$ cat src/design/sbsh_pkg.sv
// ---------------------------------------------------------------------------
// Soft-binned histogram package
// Widths, register indexes, tap weights and the control interface types.
// ---------------------------------------------------------------------------
`default_nettype none

package sbsh_pkg;

  localparam int MAX_BINS_DEF   = 64;
  localparam int TAPS_DEF       = 5;
  localparam int COUNT_BITS_DEF = 20;

  localparam int SAMPLE_W = 17;
  localparam int NB_W     = 7;
  localparam int IDX_W    = 6;
  localparam int VAL_W    = 36;
  localparam int WT_W     = 17;
  localparam int WSUM_W   = 19;
  localparam int ACC_W    = 56;
  localparam int LO_W     = 18;
  localparam int HI_W     = VAL_W - LO_W;

  localparam int CFG_IDX_W = 1;
  localparam logic [CFG_IDX_W-1:0] CFG_NUM_BINS  = 1'b0;
  localparam logic [CFG_IDX_W-1:0] CFG_NORMALIZE = 1'b1;

  localparam logic [SAMPLE_W-1:0] ONE_Q16      = 17'h10000;
  localparam logic [SAMPLE_W-1:0] HALF_Q16     = 17'h08000;
  localparam logic [VAL_W-1:0]    VAL_MAX      = '1;
  localparam logic [NB_W-1:0]     NUM_BINS_RST = 7'd64;

  // Commands from the controller to the datapath.
  typedef struct packed {
    logic load;
    logic count_inc;
    logic set_drop;
    logic acc_calc;
    logic rd_l;
    logic wr_l;
    logic rd_k;
    logic wr_k;
    logic bin_init;
    logic tap_rd;
    logic tap_next;
    logic mul_lo;
    logic mul_hi;
    logic div_blur;
    logic take_blur;
    logic div_norm;
    logic take_norm;
    logic emit;
    logic bin_next;
    logic fin_clear;
  } cmd_t;

  // Status from the datapath to the controller.
  typedef struct packed {
    logic count_full;
    logic count_zero;
    logic norm_en;
    logic tap_done;
    logic tap_in_range;
    logic div_done;
    logic out_free;
    logic bin_last;
  } sts_t;

  // Gaussian tap weight in Q1.16 for a tap count and a distance from the center.
  function automatic logic [WT_W-1:0] tap_weight(input int taps, input int tap_off);
    int row;
    int d;
    logic [WT_W-1:0] w;
    row = taps - 3;
    if (row < 0) row = 0;
    if (row > 2) row = 2;
    d = (tap_off < 0) ? -tap_off : tap_off;
    if (d > 2) d = 2;
    w = 17'h10000;
    if (row == 0) begin
      if (d == 1) w = 17'd58644;
      else if (d == 2) w = 17'd42020;
    end else if (row == 1) begin
      if (d == 1) w = 17'd61565;
      else if (d == 2) w = 17'd51039;
    end else begin
      if (d == 1) w = 17'd62966;
      else if (d == 2) w = 17'd55846;
    end
    return w;
  endfunction

endpackage

`default_nettype wire

$ cat src/design/sbsh_ctrl.sv
// ---------------------------------------------------------------------------
// Histogram controller
// Sequences sample updates and the per-bin smoothing and emit steps.
// ---------------------------------------------------------------------------
`default_nettype none

module sbsh_ctrl (
  input  wire logic          clk,
  input  wire logic          rst_n,
  input  wire logic          in_valid,
  input  wire logic          in_kind,
  output logic               in_ready,
  input  wire sbsh_pkg::sts_t sts,
  output sbsh_pkg::cmd_t     cmd
);

  localparam logic [3:0] S_IDLE     = 4'd0;
  localparam logic [3:0] S_ACC_CALC = 4'd1;
  localparam logic [3:0] S_ACC_RD_L = 4'd2;
  localparam logic [3:0] S_ACC_WR_L = 4'd3;
  localparam logic [3:0] S_ACC_RD_K = 4'd4;
  localparam logic [3:0] S_ACC_WR_K = 4'd5;
  localparam logic [3:0] S_FIN_TAP  = 4'd6;
  localparam logic [3:0] S_FIN_MLO  = 4'd7;
  localparam logic [3:0] S_FIN_MHI  = 4'd8;
  localparam logic [3:0] S_FIN_DIV1 = 4'd9;
  localparam logic [3:0] S_FIN_NORM = 4'd10;
  localparam logic [3:0] S_FIN_DIV2 = 4'd11;
  localparam logic [3:0] S_FIN_EMIT = 4'd12;

  logic [3:0] state_r;
  logic [3:0] state_nxt;

  assign in_ready = (state_r == S_IDLE);

  always_comb begin
    cmd       = '0;
    state_nxt = state_r;
    unique case (state_r)
      S_IDLE: begin
        if (in_valid) begin
          cmd.load = 1'b1;
          if (in_kind) begin
            cmd.bin_init = 1'b1;
            state_nxt    = S_FIN_TAP;
          end else if (sts.count_full) begin
            cmd.set_drop = 1'b1;
          end else begin
            cmd.count_inc = 1'b1;
            state_nxt     = S_ACC_CALC;
          end
        end
      end
      S_ACC_CALC: begin
        cmd.acc_calc = 1'b1;
        state_nxt    = S_ACC_RD_L;
      end
      S_ACC_RD_L: begin
        cmd.rd_l  = 1'b1;
        state_nxt = S_ACC_WR_L;
      end
      S_ACC_WR_L: begin
        cmd.wr_l  = 1'b1;
        state_nxt = S_ACC_RD_K;
      end
      S_ACC_RD_K: begin
        cmd.rd_k  = 1'b1;
        state_nxt = S_ACC_WR_K;
      end
      S_ACC_WR_K: begin
        cmd.wr_k  = 1'b1;
        state_nxt = S_IDLE;
      end
      S_FIN_TAP: begin
        if (sts.tap_done) begin
          cmd.div_blur = 1'b1;
          state_nxt    = S_FIN_DIV1;
        end else if (sts.tap_in_range) begin
          cmd.tap_rd = 1'b1;
          state_nxt  = S_FIN_MLO;
        end else begin
          cmd.tap_next = 1'b1;
        end
      end
      S_FIN_MLO: begin
        cmd.mul_lo = 1'b1;
        state_nxt  = S_FIN_MHI;
      end
      S_FIN_MHI: begin
        cmd.mul_hi   = 1'b1;
        cmd.tap_next = 1'b1;
        state_nxt    = S_FIN_TAP;
      end
      S_FIN_DIV1: begin
        if (sts.div_done) begin
          cmd.take_blur = 1'b1;
          state_nxt = (sts.norm_en && !sts.count_zero) ? S_FIN_NORM : S_FIN_EMIT;
        end
      end
      S_FIN_NORM: begin
        cmd.div_norm = 1'b1;
        state_nxt    = S_FIN_DIV2;
      end
      S_FIN_DIV2: begin
        if (sts.div_done) begin
          cmd.take_norm = 1'b1;
          state_nxt     = S_FIN_EMIT;
        end
      end
      S_FIN_EMIT: begin
        if (sts.out_free) begin
          cmd.emit = 1'b1;
          if (sts.bin_last) begin
            cmd.fin_clear = 1'b1;
            state_nxt     = S_IDLE;
          end else begin
            cmd.bin_next = 1'b1;
            state_nxt    = S_FIN_TAP;
          end
        end
      end
      default: begin
        state_nxt = S_IDLE;
      end
    endcase
  end

  always_ff @(posedge clk) begin
    if (!rst_n) begin
      state_r <= S_IDLE;
    end else begin
      state_r <= state_nxt;
    end
  end

endmodule

`default_nettype wire

$ cat config.mk
export PLATFORM = sky130hd
export DESIGN_NAME = sbsh_ctrl
export DESIGN_NICKNAME = d
export VERILOG_FILES = /design/src/design/sbsh_pkg.sv /design/src/design/sbsh_ctrl.sv
export SDC_FILE = /design/constraint.sdc
export NUM_CORES = 1
export LEC_CHECK = 0
export ABC_AREA = 1
export BUFFER_PORTS_ARGS = -buffer_cell sky130_fd_sc_hd__buf_2
export CAP_MARGIN = 0
export CORE_MARGIN = 1.5
export CORE_UTILIZATION = 30
export CTS_CLUSTER_DIAMETER = 150
export CTS_CLUSTER_SIZE = 10
export DETAILED_ROUTE_END_ITERATION = 10
export MAX_ROUTING_LAYER = met4
export PLACE_DENSITY = 0.61
export SYNTH_ARGS = -nofsm -noshare
export SYNTH_HDL_FRONTEND = slang
export SYNTH_SLANG_ARGS = --single-unit
$ cat constraint.sdc
create_clock -name clk -period 1.2 [get_ports clk]
set_clock_uncertainty 0.2 [all_clocks]
set_input_delay 0.06 -clock clk [delete_from_list [all_inputs] [get_ports clk]]
set_output_delay 0.06 -clock clk [all_outputs]
set_load 0.01 [all_outputs]
==> results.toml <==
[setup_path]
cp-end-kind = "output pin"
cp_max_fo = 3
regToRegEndpoint = "state_r[3]$_SDFFE_PN0P_"
required_ns = 0.94
reg2regPathDepth = 10
cp.arrival_ns = 1.33
r2r_start = "state_r[2]$_SDFFE_PN0P_"
startpoint_type = "flip-flop"
r2r_slack_ns = -0.35
worst-setup-path-type = "flip-flop to output pin"

[placed_design]
gp_congestion = 0.9118
io_buffers = 32
post_dp_cell_area_um2 = 920.9
dp_slack_ns = -0.2613
hpwl_um = 1493

[synthesis]
synth_simple_gate_area_share_pct = 60.98
synth_top_family_by_area = "simple AND/OR/NAND/NOR gates"
synth_compound_area_share_pct = 6.874
syn-num-nets = 117
ys.warnings.count = 0
synthXorXnorAreaFrac_pct = 0
synth_area_um2 = 564.3
syn_avg_cell_area_um2 = 5.374
yosysSeqAreaShare_pct = 14.19
ys_types = 18
synthAdderAreaFrac_pct = 0
synth_seq_cells = 4
synthMuxAreaShare_pct = 0
syn_inst = 105

[power_and_ir_drop]
vdd_drop_max_mv = 1.387
power_density_nw_per_um2 = 1859
p_leak_nw = 0.7236
power_w = 0.002365

[timing]
fmax_mhz = 630.8
fin_crit_ns = 1.585
hold_viol_final = 0
tightest_slew_ns = 0.2666
rsz0062_at_grt = "true"
slew_headroom_pct = 82.22
slew_viol_final = 0
worst_slack_ns = -0.3853
finalCritPeriodShare_pct = 132.1
finalSetupViolCount = 25

[global_routing]
antenna_found_initial = 0
grt_pass1_vias = 867
grt_use_total_pct = 23.18
grt_pass1_wl_um = 3546
grt_max_degree = 8
grt-ovfl-total = 0

[cells_and_area]
insertedDiodeCount = 0
regMostFlops = "state_r"
largest_reg_flops = 4
final_common_cell = "buf_2"
design_area_um2 = 1272
layout-area-overhead-vs-synth_pct = 125.5
fin_nets = 190
fillers = 133
final_layout_size_suffix_gt1_share_pct = 65.91
biggestRegsByFlops = "state_r x4"
layout_common_cells = "buf_2, buf_4, buf_6"

[floorplanning]
die-area_um2 = 2150
die_x_um = 46.37
pin_count = 33
die_h_um = 46.37
start_util_pct = 32.33
fp-row-count = 15
core_um2 = 1745

[status]
status = "complete, but fails checks"
violations = "negative setup slack"

[cts]
cts_buffers = 3
root_buffer = "clkbuf_4"
cts_tree = "yes"
htree_levels = 1
clkTransAtPathRegs_ns = 0.04
clock_sinks = 4
clock_latency_ns = 0.24
ctsLongestPathBuffers = 2

[min_path]
hold_end = "state_r[0]$_SDFFE_PN0P_"
worstHoldStart = "sts[2]"
hold_path.class = "input pin to flip-flop"
hold_path_depth = 5

[route]
route.vias.total = 942
post-route-drc-count = 0
drtIter0Drc = 9
finalWirelength_um = 2345
drtAntennaViolNets = 0
first_pass_iters = 4
avgRoutedWirePerCell_um = 11.67
via_per_inst = 4.687

[job]
maxCapViolations = 0
-- metal layers --
| metal | vias up | wire [um] | GRT usage (%) |
|---|---|---|---|
| met2 | 35 | 1269 | 45.83 |
| met3 | 6 | 113 | 3.529 |
| li1 | 465 | - | - |
| met4 | 0 | 38 | 8.571 |
| met5 | - | 0 | - |
| met1 | 436 | 924 | 21.81 |
-- area by class of cell --
type	count	area (um2)	area share (%)
Timing Repair Buffer	70	533.0	41.89
Multi-Input combinational cell	77	503.0	39.53
Sequential cell	4	92.59	7.276
Inverter	22	90.09	7.080
Tap cell	25	31.28	2.458
Clock buffer	3	22.52	1.770
-- report_power, final --
group	total (W)	internal, W	leakage (nW)	switching, W
registers	0.000276	0.000191	0.0353	0.0000848
clock network	0.000176	0.000112	0.0138	0.0000636
logic	0.00191	0.000969	0.674	0.000945
-- worst max path at each step --
| stage | startpoint | end | cells after the start |
|---|---|---|---|
| CTS | state_r[2]$_SDFFE_PN0P_ | cmd[17] | 7 |
| global route | state_r[2]$_SDFFE_PN0P_ | cmd[17] | 7 |
| floorplan | state_r[1]$_SDFFE_PN0P_ | state_r[3]$_SDFFE_PN0P_ | 9 |
| global placement | state_r[0]$_SDFFE_PN0P_ | state_r[1]$_SDFFE_PN0P_ | 7 |
| finish | state_r[2]$_SDFFE_PN0P_ | cmd[17] | 7 |
| detailed placement | state_r[0]$_SDFFE_PN0P_ | state_r[1]$_SDFFE_PN0P_ | 7 |
-- Yosys cell counts --
master / count / area share [%]
o221ai_1: 1 / 1.6
nor2_2: 3 / 3.3
nand3b_1: 1 / 1.3
a21oi_1: 5 / 4.4
nand4_1: 2 / 2.2
nand2_1: 22 / 15
dfxtp_1: 4 / 14
nand3_4: 1 / 3.1
o21ai_0: 1 / 0.89
inv_1: 19 / 13
nor2_4: 3 / 6.0
buf_4: 1 / 1.3
buf_6: 1 / 2.0
nand2_2: 5 / 5.5
nor2_1: 20 / 13
nor3_1: 5 / 4.4
inv_2: 3 / 2.0
nand3_1: 8 / 7.1
-- through the flow --
stage	TNS (ns)	hold WS [ns]	cells	util, %
floorplan	-0.7227	-0.04684	105	-
global placement	-2.928	0.1327	182	52.76
detailed placement	-3.150	0.1406	182	52.76
CTS	-7.054	0.08957	198	68.67
global route	-8.797	0.1546	201	72.90
finish	-7.527	0.1177	201	72.90
-- repair_timing --
item,in CTS,in global routing
hold buffers,1,0
setup endpoints to repair,25,25
hold endpoints to repair,4,0
resized for setup,46,16
setup buffers,12,3
pin swaps,10,8
-- critical path: stages (launching register included) --
cell and delay (ns):
dfxtp_2 0.33, buf_6 0.13, nor2_4 0.16, nand2_2 0.10, inv_4 0.09, nand3_4 0.06
nor2_1 0.08, buf_2 0.13
-- cells by family (layout without fill, tap and decap cells) --
logic type,after synthesis,in the layout
DFF,4,4
buffers and inverters,24,95
AOI/OAI and AO/OA,7,7
and+or+nand+nor,70,70
Power figures use the tool's default switching activity.
